<file path="config.mk">
export PLATFORM = sky130hd
export DESIGN_NAME = mbb_merge
export DESIGN_NICKNAME = d
export VERILOG_FILES = /design/src/rtl/mbb_pkg.sv /design/src/rtl/mbb_merge.sv
export SDC_FILE = /design/constraint.sdc
export NUM_CORES = 1
export LEC_CHECK = 0
export BUFFER_PORTS_ARGS = -buffer_cell sky130_fd_sc_hd__buf_2
export CAP_MARGIN = 15
export CORE_ASPECT_RATIO = 0.6
export CORE_MARGIN = 1
export CORE_UTILIZATION = 48
export DETAILED_ROUTE_END_ITERATION = 7
export HOLD_SLACK_MARGIN = 0.08
export PLACE_DENSITY = 0.78
export SETUP_SLACK_MARGIN = 0.15
export SYNTH_ARGS = -nofsm -noshare
export SYNTH_HDL_FRONTEND = slang
export SYNTH_SLANG_ARGS = --single-unit
</file>
<file path="constraint.sdc">
create_clock -name clk -period 3.9 [get_ports clk]
set_input_delay 0.585 -clock clk [delete_from_list [all_inputs] [get_ports clk]]
set_output_delay 0.585 -clock clk [all_outputs]
set_load 0.03 [all_outputs]
</file>
<file path="src/rtl/mbb_pkg.sv">
// mbb_pkg: shared types and constants for the monochrome bitmap blitter
// command codes, register indexes, field widths and the stage control struct
// no dependencies
`timescale 1ns / 1ps
`default_nettype none

package mbb_pkg;

  localparam int CMD_W      = 2;
  localparam int PIX_W      = 8;
  localparam int ADDR_W     = 10;
  localparam int OX_W       = 7;
  localparam int OY_W       = 6;
  localparam int WB_W       = 5;
  localparam int H_W        = 7;
  localparam int ROW_CNT_W  = 6;
  localparam int ROW_LIMIT  = 64;
  localparam int CFG_IDX_W  = 2;
  localparam int CFG_DATA_W = 7;

  localparam logic [CFG_IDX_W-1:0] REG_ORIGIN_X    = 2'd0;
  localparam logic [CFG_IDX_W-1:0] REG_ORIGIN_Y    = 2'd1;
  localparam logic [CFG_IDX_W-1:0] REG_WIDTH_BYTES = 2'd2;
  localparam logic [CFG_IDX_W-1:0] REG_HEIGHT      = 2'd3;

  typedef enum logic [CMD_W-1:0] {
    CMD_START = 2'd0,
    CMD_PIXEL = 2'd1,
    CMD_READ  = 2'd2
  } cmd_e;

  typedef struct packed {
    cmd_e kind;
    logic hit;   // pixel row on screen, or read address inside the frame
    logic done;  // last byte of the image
  } ctrl_t;

endpackage

`default_nettype wire

</file>
<file path="src/rtl/mbb_merge.sv">
// mbb_merge: row read stage, byte merge into the row, write back and
// output register; uses mbb_pkg
`timescale 1ns / 1ps
`default_nettype none

module mbb_merge #(
  parameter int SCREEN_ROWS     = 64,
  parameter int ROW_BYTES       = 12,
  parameter int MAX_IMAGE_WIDTH = 16,
  localparam int ROW_AW   = $clog2(SCREEN_ROWS),
  localparam int COL_W    = (MAX_IMAGE_WIDTH > 1) ? $clog2(MAX_IMAGE_WIDTH) : 1,
  localparam int ROW_BITS = ROW_BYTES * 8
) (
  input  wire logic                          clk,
  input  wire logic                          rst_n,
  input  wire logic                          s1_valid,
  input  wire mbb_pkg::ctrl_t                s1_ctrl,
  input  wire logic [ROW_AW-1:0]             s1_row,
  input  wire logic [mbb_pkg::PIX_W-1:0]     s1_pix,
  input  wire logic [COL_W-1:0]              s1_col,
  input  wire logic [mbb_pkg::ADDR_W-1:0]    s1_addr,
  input  wire logic [mbb_pkg::OX_W-1:0]      origin_x,
  output logic                               s2_ready,
  output logic                               mem_rd_en,
  input  wire logic [ROW_BITS-1:0]           mem_rdata,
  output logic                               mem_we,
  output logic      [ROW_AW-1:0]             mem_widx,
  output logic      [ROW_BITS-1:0]           mem_wdata,
  output logic                               out_tvalid,
  input  wire logic                          out_tready,
  output logic      [mbb_pkg::PIX_W-1:0]     out_data,
  output logic                               out_last
);

  localparam int RCOL_W = (ROW_BYTES > 1) ? $clog2(ROW_BYTES) : 1;
  localparam int BC_W   = $clog2(MAX_IMAGE_WIDTH + 16);

  logic                          out_rdy, s2_adv;
  logic                          s2_v_r, out_v_r;
  mbb_pkg::ctrl_t                s2_ctrl_r;
  logic [ROW_AW-1:0]             s2_row_r;
  logic [mbb_pkg::PIX_W-1:0]     s2_pix_r;
  logic [COL_W-1:0]              s2_col_r;
  logic [mbb_pkg::ADDR_W-1:0]    s2_addr_r;
  logic                          fwd_hit_r;
  logic [ROW_BITS-1:0]           fwd_data_r;
  logic [mbb_pkg::PIX_W-1:0]     out_data_r;
  logic                          out_last_r;

  logic [ROW_BITS-1:0]           row_data, new_row;
  logic [2:0]                    sh;
  logic                          aligned;
  logic [2*mbb_pkg::PIX_W-1:0]   spread;
  logic [BC_W-1:0]               bc0;
  logic [31:0]                   rbase;
  logic [RCOL_W-1:0]             rcol;
  logic [mbb_pkg::PIX_W-1:0]     rd_byte, out_data_nxt;

  assign out_rdy   = !out_v_r || out_tready;
  assign s2_ready  = !s2_v_r || out_rdy;
  assign s2_adv    = s2_v_r && out_rdy;
  assign mem_rd_en = s1_valid && s2_ready;
  assign mem_we    = s2_adv && (s2_ctrl_r.kind == mbb_pkg::CMD_PIXEL) && s2_ctrl_r.hit;
  assign mem_widx  = s2_row_r;
  assign mem_wdata = new_row;

  // a row written back in the same cycle as its read is taken from the bypass
  assign row_data = fwd_hit_r ? fwd_data_r : mem_rdata;

  always_comb begin
    sh      = origin_x[2:0];
    aligned = (sh == 3'd0);
    spread  = {s2_pix_r, {mbb_pkg::PIX_W{1'b0}}} >> sh;
    bc0     = BC_W'(origin_x[mbb_pkg::OX_W-1:3]) + BC_W'(s2_col_r);
    rbase   = 32'(s2_row_r) * 32'(ROW_BYTES);
    rcol    = RCOL_W'(32'(s2_addr_r) - rbase);
    rd_byte = '0;
    new_row = row_data;
    for (int b = 0; b < ROW_BYTES; b++) begin
      if (32'(bc0) == b) begin
        new_row[b*8 +: 8] = aligned ? s2_pix_r : (row_data[b*8 +: 8] | spread[15:8]);
      end else if (!aligned && (32'(bc0) + 32'd1 == b)) begin
        new_row[b*8 +: 8] = row_data[b*8 +: 8] | spread[7:0];
      end
      if (32'(rcol) == b) begin
        rd_byte = row_data[b*8 +: 8];
      end
    end
    out_data_nxt = ((s2_ctrl_r.kind == mbb_pkg::CMD_READ) && s2_ctrl_r.hit) ? rd_byte : '0;
  end

  always_ff @(posedge clk) begin
    if (!rst_n) begin
      s2_v_r  <= 1'b0;
      out_v_r <= 1'b0;
    end else begin
      if (s2_ready) begin
        s2_v_r <= s1_valid;
      end
      if (out_rdy) begin
        out_v_r <= s2_v_r;
      end
    end
  end

  always_ff @(posedge clk) begin
    if (mem_rd_en) begin
      s2_ctrl_r  <= s1_ctrl;
      s2_row_r   <= s1_row;
      s2_pix_r   <= s1_pix;
      s2_col_r   <= s1_col;
      s2_addr_r  <= s1_addr;
      fwd_hit_r  <= mem_we && (mem_widx == s1_row);
      fwd_data_r <= new_row;
    end
    if (s2_adv) begin
      out_data_r <= out_data_nxt;
      out_last_r <= s2_ctrl_r.done;
    end
  end

  assign out_tvalid = out_v_r;
  assign out_data   = out_data_r;
  assign out_last   = out_last_r;

endmodule

`default_nettype wire

</file>
==> results.cfg <==
[status]
status = complete, no violations

[cts]
cts.sinks = 134
htreeDepth = 4
cts.path.max_buffers = 2
numCtsBuffers = 17
cts_tree = done
cts-root-buf = clkbuf_16
clock_latency_ns = 0.43
cts.clk_slew.worst_paths_ns = 0.07

[global_routing]
antenna_found_initial = 0
grt_overflow = 0
grt.busiest_layer = met1
met3_usage = 0.103
grt_pass1_vias = 8064
grt_max_degree = 64
grt_util_met2 = 0.480
grt_pass1_wl_mm = 47.5
grt_usage = 0.346
gr-usage-met1 = 0.510

[synthesis]
synth-seq-cells = 134
syn_inst = 834
ys.flop_type = edfxtp_1
synth-async-reset-ratio = 0
synth_top_family_by_area = compound AO/OA/AOI/OAI gates
syn_area_um2 = 8670
synth.distinct_cells = 69
ys_seq_area_frac = 0.462
synth_area_per_cell_um2 = 10.4
synthMuxAreaShare = 0.154
synth_xor_area_frac = 0.0127
yosys.area_share.adder = 0.00952
synthSimpleGateAreaFrac = 0.119
synth_compound_gate_area_share = 0.201
synth_fp_nets = 979
yosys_warnings = 0
synth_edf_count = 132

[finish]
final_area_um2 = 11400
drive_gt1_frac = 0.421
syn_to_final_growth_pct = 31.5
n_fill_cell = 1393
n_antenna_cell = 0
final_cell_mix = 228 x buf_2, 132 x edfxtp_1, 79 x nand2_1
num-nets-final = 1250
final_common_cell = buf_2

[placement]
io_buffers = 247
dp_hpwl_mm = 24.1
routabilityCongestion = 0.978
placed_area_um2 = 10400

[job]
maxCapViolations = 0

[worst_setup_path]
path_class = reg2out
cp_slowest_cell = or4_1
cp_top_family = simple AND/OR/NAND/NOR gates
critPathBufInv = 4
worstSetupStartpointType = register
cp_slowest_stage_delay_ns = 0.48
worstPathArrival_ns = 3.13
crit_top_cell = buf_4
cp.required_ns = 3.31
cp-end-kind = primary output
cp_cell_sequence = ha_2 -> inv_1 -> fa_2 -> buf_4 -> nor3_2 -> a31oi_4 -> or4_1 -> buf_4 -> o22ai_1 -> buf_2
path_max_fanout = 9

[timing]
timing.setup.tns_ns = 0
clock_skew_ns = 0.0131
finalHoldViolCount = 0
timing.final.crit_share = 0.954
fmax_mhz = 269
drv_slew = 0
final.min_clock_period_ns = 3.72
worst_slew_pin_slew_ns = 0.897
relSlewSlack = 0.394
rsz0062_at_grt = true
finalSetupViolCount = 0

[routing]
finalWirelength_mm = 32.9
wire_per_inst_um = 24.3
via_per_inst = 6.47
routed-via-count = 8744
drt_iter0_drc = 1373
drc = 0
first_pass_iters = 7
ant_nets = 0

[floorplanning]
die_x_um = 176
die_h_um = 106
rows = 37
die_area_um2 = 18600
ios = 254
start_util = 0.498
fp.coreArea_um2 = 17400

[hold_path]
hold_path_class = in2reg

[power]
p_leak_nw = 4.48
max-vdd-ir-drop_mv = 0.235
power.density_nw_per_um2 = 425
[registers in the layout (all words and copies together) (netlist names)]
register	cells
fwd_data_r	96
s2_ctrl_r	4
out_last	1
s2_addr_r	4
mem_widx	6
s2_col_r	4
out_tvalid	1
s2_pix_r	8
out_data	8
fwd_hit_r	1
s2_v_r	1
[area by class of cell]
cell class              instances  area (um2)  share of cell area
multi-input cells             623        4550               0.399
flip-flops and latches        134        4000               0.351
repair buffers                315        1860               0.163
clock buffers                  17         425              0.0373
well taps                     234         293              0.0257
clock inverters                15         216              0.0190
inverters                      14        52.6             0.00461
[synthesized netlist by cell type, types with 6 or more instances]
master	instances	area, um2
edfxtp_1	132	3960
a221o_1	6	60.1
o221ai_1	8	70.1
nor4_1	6	37.5
buf_4	8	60.1
nand2_1	82	308
nor3_1	22	110
a22oi_1	15	113
o22ai_1	27	169
clkbuf_1	33	124
xnor2_1	7	61.3
nand2b_1	7	43.8
buf_2	15	75.1
mux2i_1	59	591
nand3_1	7	35.0
mux2_2	56	631
a21oi_1	75	375
a211oi_1	41	308
nor2b_1	6	37.5
nor2_1	55	206
and2_1	6	37.5
a31oi_1	27	169
or3_1	6	37.5
inv_1	12	45.0
o21ai_0	37	185
[worst paths after layout]
kind,startpoint,to,slack [ns],cells after the start
min reg2reg,s2_ctrl_r[0],out_last,0.42,0
min,s1_addr[1],s2_addr_r[1],0.33,1
max,s2_col_r[0],mem_wdata[48],0.18,10
max reg2reg,s2_col_r[0],fwd_data_r[83],1.10,10
[metrics by stage]
step	instances	total power [mW]	setup slack, ns	hold WS (ns)	util
6_report	1352	4.85	0.181	0.326	0.655
5_1_grt	1352	4.96	0.114	0.329	0.655
4_1_cts	1349	4.77	0.150	0.327	0.641
3_5_place_dp	1315	2.98	0.0907	0.405	0.599
3_3_place_gp	1315	2.97	0.140	0.404	0.599
2_1_floorplan	834	2.55	0.216	0.400	-
[timing repair]
item                                    4_1_cts  5_1_grt
buffers inserted                              2        3
hold buffers                                  0        0
endpoints found under the setup margin       52       65
resized for setup                            26       57
pin swaps                                     2        4
[layer usage]
metal  part of all wire  vias up
li1                   -     3796
met1               0.41     4088
met2               0.40      762
met3               0.16       98
met4              0.027        0
met5                  0        -
[logic make-up (layout without fill, tap and decap cells)]
kind of cell,after synthesis,in the layout
AO/OA/AOI/OAI,269,269
XOR/XNOR,10,10
adder cells (fa/ha/maj),6,6
buffers and inverters,77,361
flip-flops,134,134
multiplexers,120,120
AND/OR/NAND/NOR,218,218
[worst reg2reg max path, cell delays in order, from the launching register on]
cell	delay (ns)
edfxtp_1	0.36
ha_2	0.18
inv_1	0.05
fa_2	0.34
or4b_4	0.55
o32a_4	0.24
buf_6	0.15
nor3_2	0.11
buf_4	0.16
nand2_1	0.05
a221o_1	0.34
[power by group]
part	switching (mW)	internal [mW]	total, mW	leakage, nW
logic	0.869	0.435	1.30	2.87
registers	0.0338	1.72	1.75	1.30
clock network	0.708	1.09	1.80	0.313
total	1.61	3.24	4.85	4.48
Power figures use the tool's default switching activity.
