==> src/rtl/mbb_pkg.sv <==
// mbb_pkg: shared types and constants for the monochrome bitmap blitter
// command codes, register indexes, field widths and the stage control struct
// no dependencies
`timescale 1ns / 1ps
`default_nettype none

package mbb_pkg;

  localparam int CMD_W      = 2;
  localparam int PIX_W      = 8;
  localparam int ADDR_W     = 10;
  localparam int OX_W       = 7;
  localparam int OY_W       = 6;
  localparam int WB_W       = 5;
  localparam int H_W        = 7;
  localparam int ROW_CNT_W  = 6;
  localparam int ROW_LIMIT  = 64;
  localparam int CFG_IDX_W  = 2;
  localparam int CFG_DATA_W = 7;

  localparam logic [CFG_IDX_W-1:0] REG_ORIGIN_X    = 2'd0;
  localparam logic [CFG_IDX_W-1:0] REG_ORIGIN_Y    = 2'd1;
  localparam logic [CFG_IDX_W-1:0] REG_WIDTH_BYTES = 2'd2;
  localparam logic [CFG_IDX_W-1:0] REG_HEIGHT      = 2'd3;

  typedef enum logic [CMD_W-1:0] {
    CMD_START = 2'd0,
    CMD_PIXEL = 2'd1,
    CMD_READ  = 2'd2
  } cmd_e;

  typedef struct packed {
    cmd_e kind;
    logic hit;   // pixel row on screen, or read address inside the frame
    logic done;  // last byte of the image
  } ctrl_t;

endpackage

`default_nettype wire

==> src/rtl/mbb_front.sv <==
// mbb_front: input stage of the blitter; image column/row counters, clamping,
// row address for draw and read beats; uses mbb_pkg
`timescale 1ns / 1ps
`default_nettype none

module mbb_front #(
  parameter int SCREEN_ROWS     = 64,
  parameter int ROW_BYTES       = 12,
  parameter int MAX_IMAGE_WIDTH = 16,
  localparam int ROW_AW = $clog2(SCREEN_ROWS),
  localparam int COL_W  = (MAX_IMAGE_WIDTH > 1) ? $clog2(MAX_IMAGE_WIDTH) : 1
) (
  input  wire logic                          clk,
  input  wire logic                          rst_n,
  input  wire logic                          in_tvalid,
  output logic                               in_tready,
  input  wire logic [mbb_pkg::CMD_W-1:0]     in_cmd,
  input  wire logic [mbb_pkg::PIX_W-1:0]     in_pix,
  input  wire logic [mbb_pkg::ADDR_W-1:0]    in_addr,
  input  wire logic [mbb_pkg::OY_W-1:0]      origin_y,
  input  wire logic [mbb_pkg::WB_W-1:0]      width_bytes,
  input  wire logic [mbb_pkg::H_W-1:0]       image_height,
  input  wire logic                          clearing,
  input  wire logic                          s2_ready,
  output logic                               s1_valid,
  output mbb_pkg::ctrl_t                     s1_ctrl,
  output logic      [ROW_AW-1:0]             s1_row,
  output logic      [mbb_pkg::PIX_W-1:0]     s1_pix,
  output logic      [COL_W-1:0]              s1_col,
  output logic      [mbb_pkg::ADDR_W-1:0]    s1_addr
);

  localparam int WEF_W       = $clog2(MAX_IMAGE_WIDTH + 1);
  localparam int FRAME_BYTES = SCREEN_ROWS * ROW_BYTES;
  // floor(addr / ROW_BYTES) as a multiply by a rounded-up reciprocal
  localparam int SHIFT  = mbb_pkg::ADDR_W + $clog2(ROW_BYTES);
  localparam int RECIP  = (2 ** SHIFT + ROW_BYTES - 1) / ROW_BYTES;
  localparam int PROD_W = mbb_pkg::ADDR_W + SHIFT + 1;

  logic                              accept;
  logic [COL_W-1:0]                  col_r, col_nxt, col_cur;
  logic [mbb_pkg::ROW_CNT_W-1:0]     row_r, row_nxt, row_cur;
  logic [WEF_W-1:0]                  eff_w, col_inc;
  logic [mbb_pkg::H_W-1:0]           eff_h, row_inc, sy;
  logic                              last_col, last_row;
  logic [PROD_W-1:0]                 prod;
  logic [mbb_pkg::ADDR_W-1:0]        quo;
  mbb_pkg::cmd_e                     kind;
  logic                              hit, done;
  logic [ROW_AW-1:0]                 row_idx;

  logic                              s1_v_r;
  mbb_pkg::ctrl_t                    ctrl_r;
  logic [ROW_AW-1:0]                 row_idx_r;
  logic [mbb_pkg::PIX_W-1:0]         pix_r;
  logic [COL_W-1:0]                  col_s_r;
  logic [mbb_pkg::ADDR_W-1:0]        addr_r;

  assign in_tready = (!s1_v_r || s2_ready) && !clearing;
  assign accept    = in_tvalid && in_tready;

  always_comb begin
    if (width_bytes == '0) begin
      eff_w = WEF_W'(1);
    end else if (32'(width_bytes) > MAX_IMAGE_WIDTH) begin
      eff_w = WEF_W'(MAX_IMAGE_WIDTH);
    end else begin
      eff_w = WEF_W'(width_bytes);
    end
    if (image_height == '0) begin
      eff_h = mbb_pkg::H_W'(1);
    end else if (32'(image_height) > mbb_pkg::ROW_LIMIT) begin
      eff_h = mbb_pkg::H_W'(mbb_pkg::ROW_LIMIT);
    end else begin
      eff_h = image_height;
    end
  end

  // a counter left past a shrunken width or height starts over
  assign col_cur  = (32'(col_r) >= 32'(eff_w)) ? '0 : col_r;
  assign row_cur  = (32'(row_r) >= 32'(eff_h)) ? '0 : row_r;
  assign col_inc  = WEF_W'(col_cur) + WEF_W'(1);
  assign row_inc  = mbb_pkg::H_W'(row_cur) + mbb_pkg::H_W'(1);
  assign last_col = (col_inc >= eff_w);
  assign last_row = (row_inc >= eff_h);
  assign sy       = mbb_pkg::H_W'(origin_y) + mbb_pkg::H_W'(row_cur);

  assign prod = PROD_W'(in_addr) * PROD_W'(RECIP);
  assign quo  = mbb_pkg::ADDR_W'(prod >> SHIFT);

  always_comb begin
    kind    = mbb_pkg::cmd_e'(in_cmd);
    hit     = 1'b0;
    done    = 1'b0;
    col_nxt = col_r;
    row_nxt = row_r;
    row_idx = ROW_AW'(sy);
    unique case (kind)
      mbb_pkg::CMD_START: begin
        col_nxt = '0;
        row_nxt = '0;
      end
      mbb_pkg::CMD_PIXEL: begin
        hit = (32'(sy) < SCREEN_ROWS);
        if (last_col) begin
          col_nxt = '0;
          if (last_row) begin
            row_nxt = '0;
            done    = 1'b1;
          end else begin
            row_nxt = mbb_pkg::ROW_CNT_W'(row_inc);
          end
        end else begin
          col_nxt = COL_W'(col_inc);
          row_nxt = row_cur;
        end
      end
      mbb_pkg::CMD_READ: begin
        hit     = (32'(in_addr) < FRAME_BYTES);
        row_idx = ROW_AW'(quo);
      end
      default: begin
      end
    endcase
  end

  always_ff @(posedge clk) begin
    if (!rst_n) begin
      s1_v_r <= 1'b0;
      col_r  <= '0;
      row_r  <= '0;
    end else begin
      if (!s1_v_r || s2_ready) begin
        s1_v_r <= accept;
      end
      if (accept) begin
        col_r <= col_nxt;
        row_r <= row_nxt;
      end
    end
  end

  always_ff @(posedge clk) begin
    if (accept) begin
      ctrl_r    <= '{kind: kind, hit: hit, done: done};
      row_idx_r <= row_idx;
      pix_r     <= in_pix;
      col_s_r   <= col_cur;
      addr_r    <= in_addr;
    end
  end

  assign s1_valid = s1_v_r;
  assign s1_ctrl  = ctrl_r;
  assign s1_row   = row_idx_r;
  assign s1_pix   = pix_r;
  assign s1_col   = col_s_r;
  assign s1_addr  = addr_r;

endmodule

`default_nettype wire

==> config.mk <==
export PLATFORM = sky130hd
export DESIGN_NAME = mbb_front
export DESIGN_NICKNAME = d
export VERILOG_FILES = /design/src/rtl/mbb_pkg.sv /design/src/rtl/mbb_front.sv
export SDC_FILE = /design/constraint.sdc
export NUM_CORES = 1
export LEC_CHECK = 0
export ABC_AREA = 1
export BUFFER_PORTS_ARGS = -buffer_cell sky130_fd_sc_hd__buf_2
export CAP_MARGIN = 10
export CORE_UTILIZATION = 50
export DETAILED_ROUTE_END_ITERATION = 16
export PLACE_DENSITY = 0.74
export SYNTH_ARGS = -nofsm -noshare
export SYNTH_HDL_FRONTEND = slang
export SYNTH_SLANG_ARGS = --single-unit
==> constraint.sdc <==
create_clock -name clk -period 5.1 [get_ports clk]
set_input_delay 0.51 -clock clk [delete_from_list [all_inputs] [get_ports clk]]
set_output_delay 0.51 -clock clk [all_outputs]
set_load 0.1 [all_outputs]
==> results.yml <==
critical_path:
  cp.depth: 16
  end_kind: "flip-flop"
  slowest_delay_ps: 540
  path_cells: "buf_2, ha_1, ha_1, fa_1, inv_1, fa_1, inv_1, fa_1, ha_1, a21oi_1, o21ai_0, a21o_1, a21o_1, or2_0, nand3_1, nand2_1"
  crit_arrival_ps: 4210
  cp-startpoint: "in_addr[5]"
  r2r_slack_ps: 1670
  r2r-end: "row_r[2]"
  cp_data_required_time_ps: 5150
  crit_buf_inv: 3
  crit_path_max_fanout: 5
  crit_family: "adder cells"
  path_class: "primary input to flip-flop"
  rr_startpoint: "col_r[0]"
  slowest_stage: "fa_1"
  endpoint: "s1_row[0]"
  start_kind: "primary input"
  reg2regPathDepth: 20
clock_tree:
  postCtsHoldBufs: 0
  cts_tree: "built"
  cts.path.max_buffers: 2
  ctsResizeCount: 0
  clock_latency_ps: 290
  cts_max_level: 2
  numCtsBuffers: 5
  clock_sinks: 43
  clockRootBuffer: "clkbuf_8"
  clkTransAtPathRegs_ps: 80
  post-cts-setup-buffers: 0
floorplan:
  dieArea_um2: 9140
  die_h_um: 95.6
  io_pins: 77
  chipWidth_um: 95.6
  core_area_um2: 8340
  start_util: 0.525
  std_cell_rows: 33
synthesis:
  yosysTopAreaCellShare: 0.260
  synth-seq-cells: 43
  syn_area_per_cell_um2: 8.64
  seq_area_frac_synth: 0.270
  synth_cell_types: 41
  synth_warnings: 0
  synth_most_common_cell: "nand2_1"
  synthArstFlopShare: 0
  syn-num-nets: 663
  synth-main-ff-cell: "edfxtp_1"
  synthTopCellsByArea: "ha_1, edfxtp_1, fa_1"
  synth_commonest_cells: "nand2_1, ha_1, inv_1"
  synth_largest_area_cell: "ha_1"
  synth_area_um2: 4380
  synth_edf_count: 32
  syn_inst: 507
pwr:
  cellInternalPower_mw: 0.786
  switching_share: 0.452
  pwr-share-clk: 0.149
  p_per_area_nw_per_um2: 289
  combPwrFrac: 0.574
  peakVddDrop_mv: 0.212
  pwr-share-seq: 0.277
  leakage_nw: 2.58
  netSwitchingPower_mw: 0.650
min_path:
  min_path_type: "primary input to flip-flop"
  whs_path_depth: 1
sta:
  min_period_over_period: 0.816
  fin_crit_ps: 4160
  maxSlewHeadroom: 0.518
  rsz0062_at_grt: "no"
  fmax_ghz: 0.240
  fin_worst_skew_ps: 9.86
  worst_pin_slew_ps: 721
  hold_viol_final: 0
  setup_tns_ps: 0
  timing.final.max_slew_violations: 0
  setup_viol: 0
routing:
  drc_errors: 0
  routed_via_density: 5.13
  routed_wl_um: 9130
  first_iter_violations: 130
  antenna_left: 0
  drt-pass1-iter-count: 4
  wl_per_cell_um: 13.1
  vias: 3565
placement:
  place.gp.congestion: 0.851
  port_buffers: 76
  place_inst: 687
  hpwlAfterDp_um: 7880
finish:
  drive_above_1_share: 0.180
  syn_to_final_growth_pct: 13.5
  final_cells: 695
  fin_nets: 745
  diodes: 0
flow_run:
  drv_cap: 0
run_status:
  status: "complete, no violations"
global_routing:
  grt_pass1_wl_um: 15200
  globalRouteTotalUtil: 0.214
  grt_pass1_vias: 3462
  antenna_found_initial: 0
  grt_max_degree: 36
  grt_overflow: 0
power by group through the flow:
| stage | sequential [mW] | clock (mW) | combinational [mW] |
|---|---|---|---|
| final | 0.398 | 0.214 | 0.823 |
| after global routing | 0.400 | 0.231 | 0.936 |
| after CTS | 0.398 | 0.219 | 0.826 |
| after detailed placement | 0.406 | 0 | 0.818 |
| after global placement | 0.406 | 0 | 0.798 |
| after floorplan | 0.505 | 0 | 0.542 |
layout make-up:
cell class                 instances  area [um2]
sequential                        43        1180
multi-input combinational        367        2840
tap                              105         131
fill                             774        3370
clock inverter                     2        12.5
timing repair buffer              76         380
inverter                          96         360
clock buffer                       6        72.6
per-stage QoR:
| step | worst slack (ps) | utilization | hold slack (ps) | area [um2] | power, mW |
|---|---|---|---|---|---|
| floorplan | 1030 | - | 454 | 4380 | 1.05 |
| global placement | 760 | 0.586 | 471 | 4890 | 1.20 |
| detailed placement | 658 | 0.586 | 480 | 4890 | 1.22 |
| CTS | 941 | 0.596 | 392 | 4970 | 1.44 |
| global route | 631 | 0.596 | 387 | 4970 | 1.57 |
| finish | 937 | 0.596 | 397 | 4970 | 1.44 |
state kept, by name (all words and copies together), names as in the netlist:
register	cells
col_r	4
row_r	6
s1_pix	8
s1_ctrl	4
s1_col	4
s1_valid	1
s1_row	6
s1_addr	10
how the worst min path moves through the flow:
stage               from        end  slack (ps)
6_report       in_pix[1]  s1_pix[1]         400
5_1_grt        in_pix[1]  s1_pix[1]         390
4_1_cts        in_pix[5]  s1_pix[5]         390
3_5_place_dp    row_r[0]   row_r[0]         480
3_3_place_gp    col_r[0]   col_r[0]         470
2_1_floorplan   row_r[0]   row_r[0]         450
cell families after synthesis:
family | after synthesis | synth area share
xor gates and xnor gates | 6 | 0.0120
DFF | 43 | 0.270
buffers and inverters | 97 | 0.0831
AOI/OAI and AO/OA | 75 | 0.0954
and+or+nand+nor | 173 | 0.180
adders and majority gates | 113 | 0.360
cell usage in the layout, fill, tap and decap left out, types with 9 or more instances in the layout:
cell type  count
nand2_1       94
inv_1         89
dfxtp_1       11
buf_2         76
edfxtp_1      32
fa_1          22
nor2_1        28
ha_1          91
nand4_1        9
a21oi_1       35
nand3_1       18
o21ai_0       23
layer usage:
layer | wire [um] | GRT usage | up-vias
met3 | 564 | 0.0407 | 2
met4 | 19 | 0.0286 | 0
met5 | 0 | 0 | -
met2 | 4270 | 0.367 | 90
li1 | - | - | 1864
met1 | 4280 | 0.286 | 1609
Power figures use the tool's default switching activity.
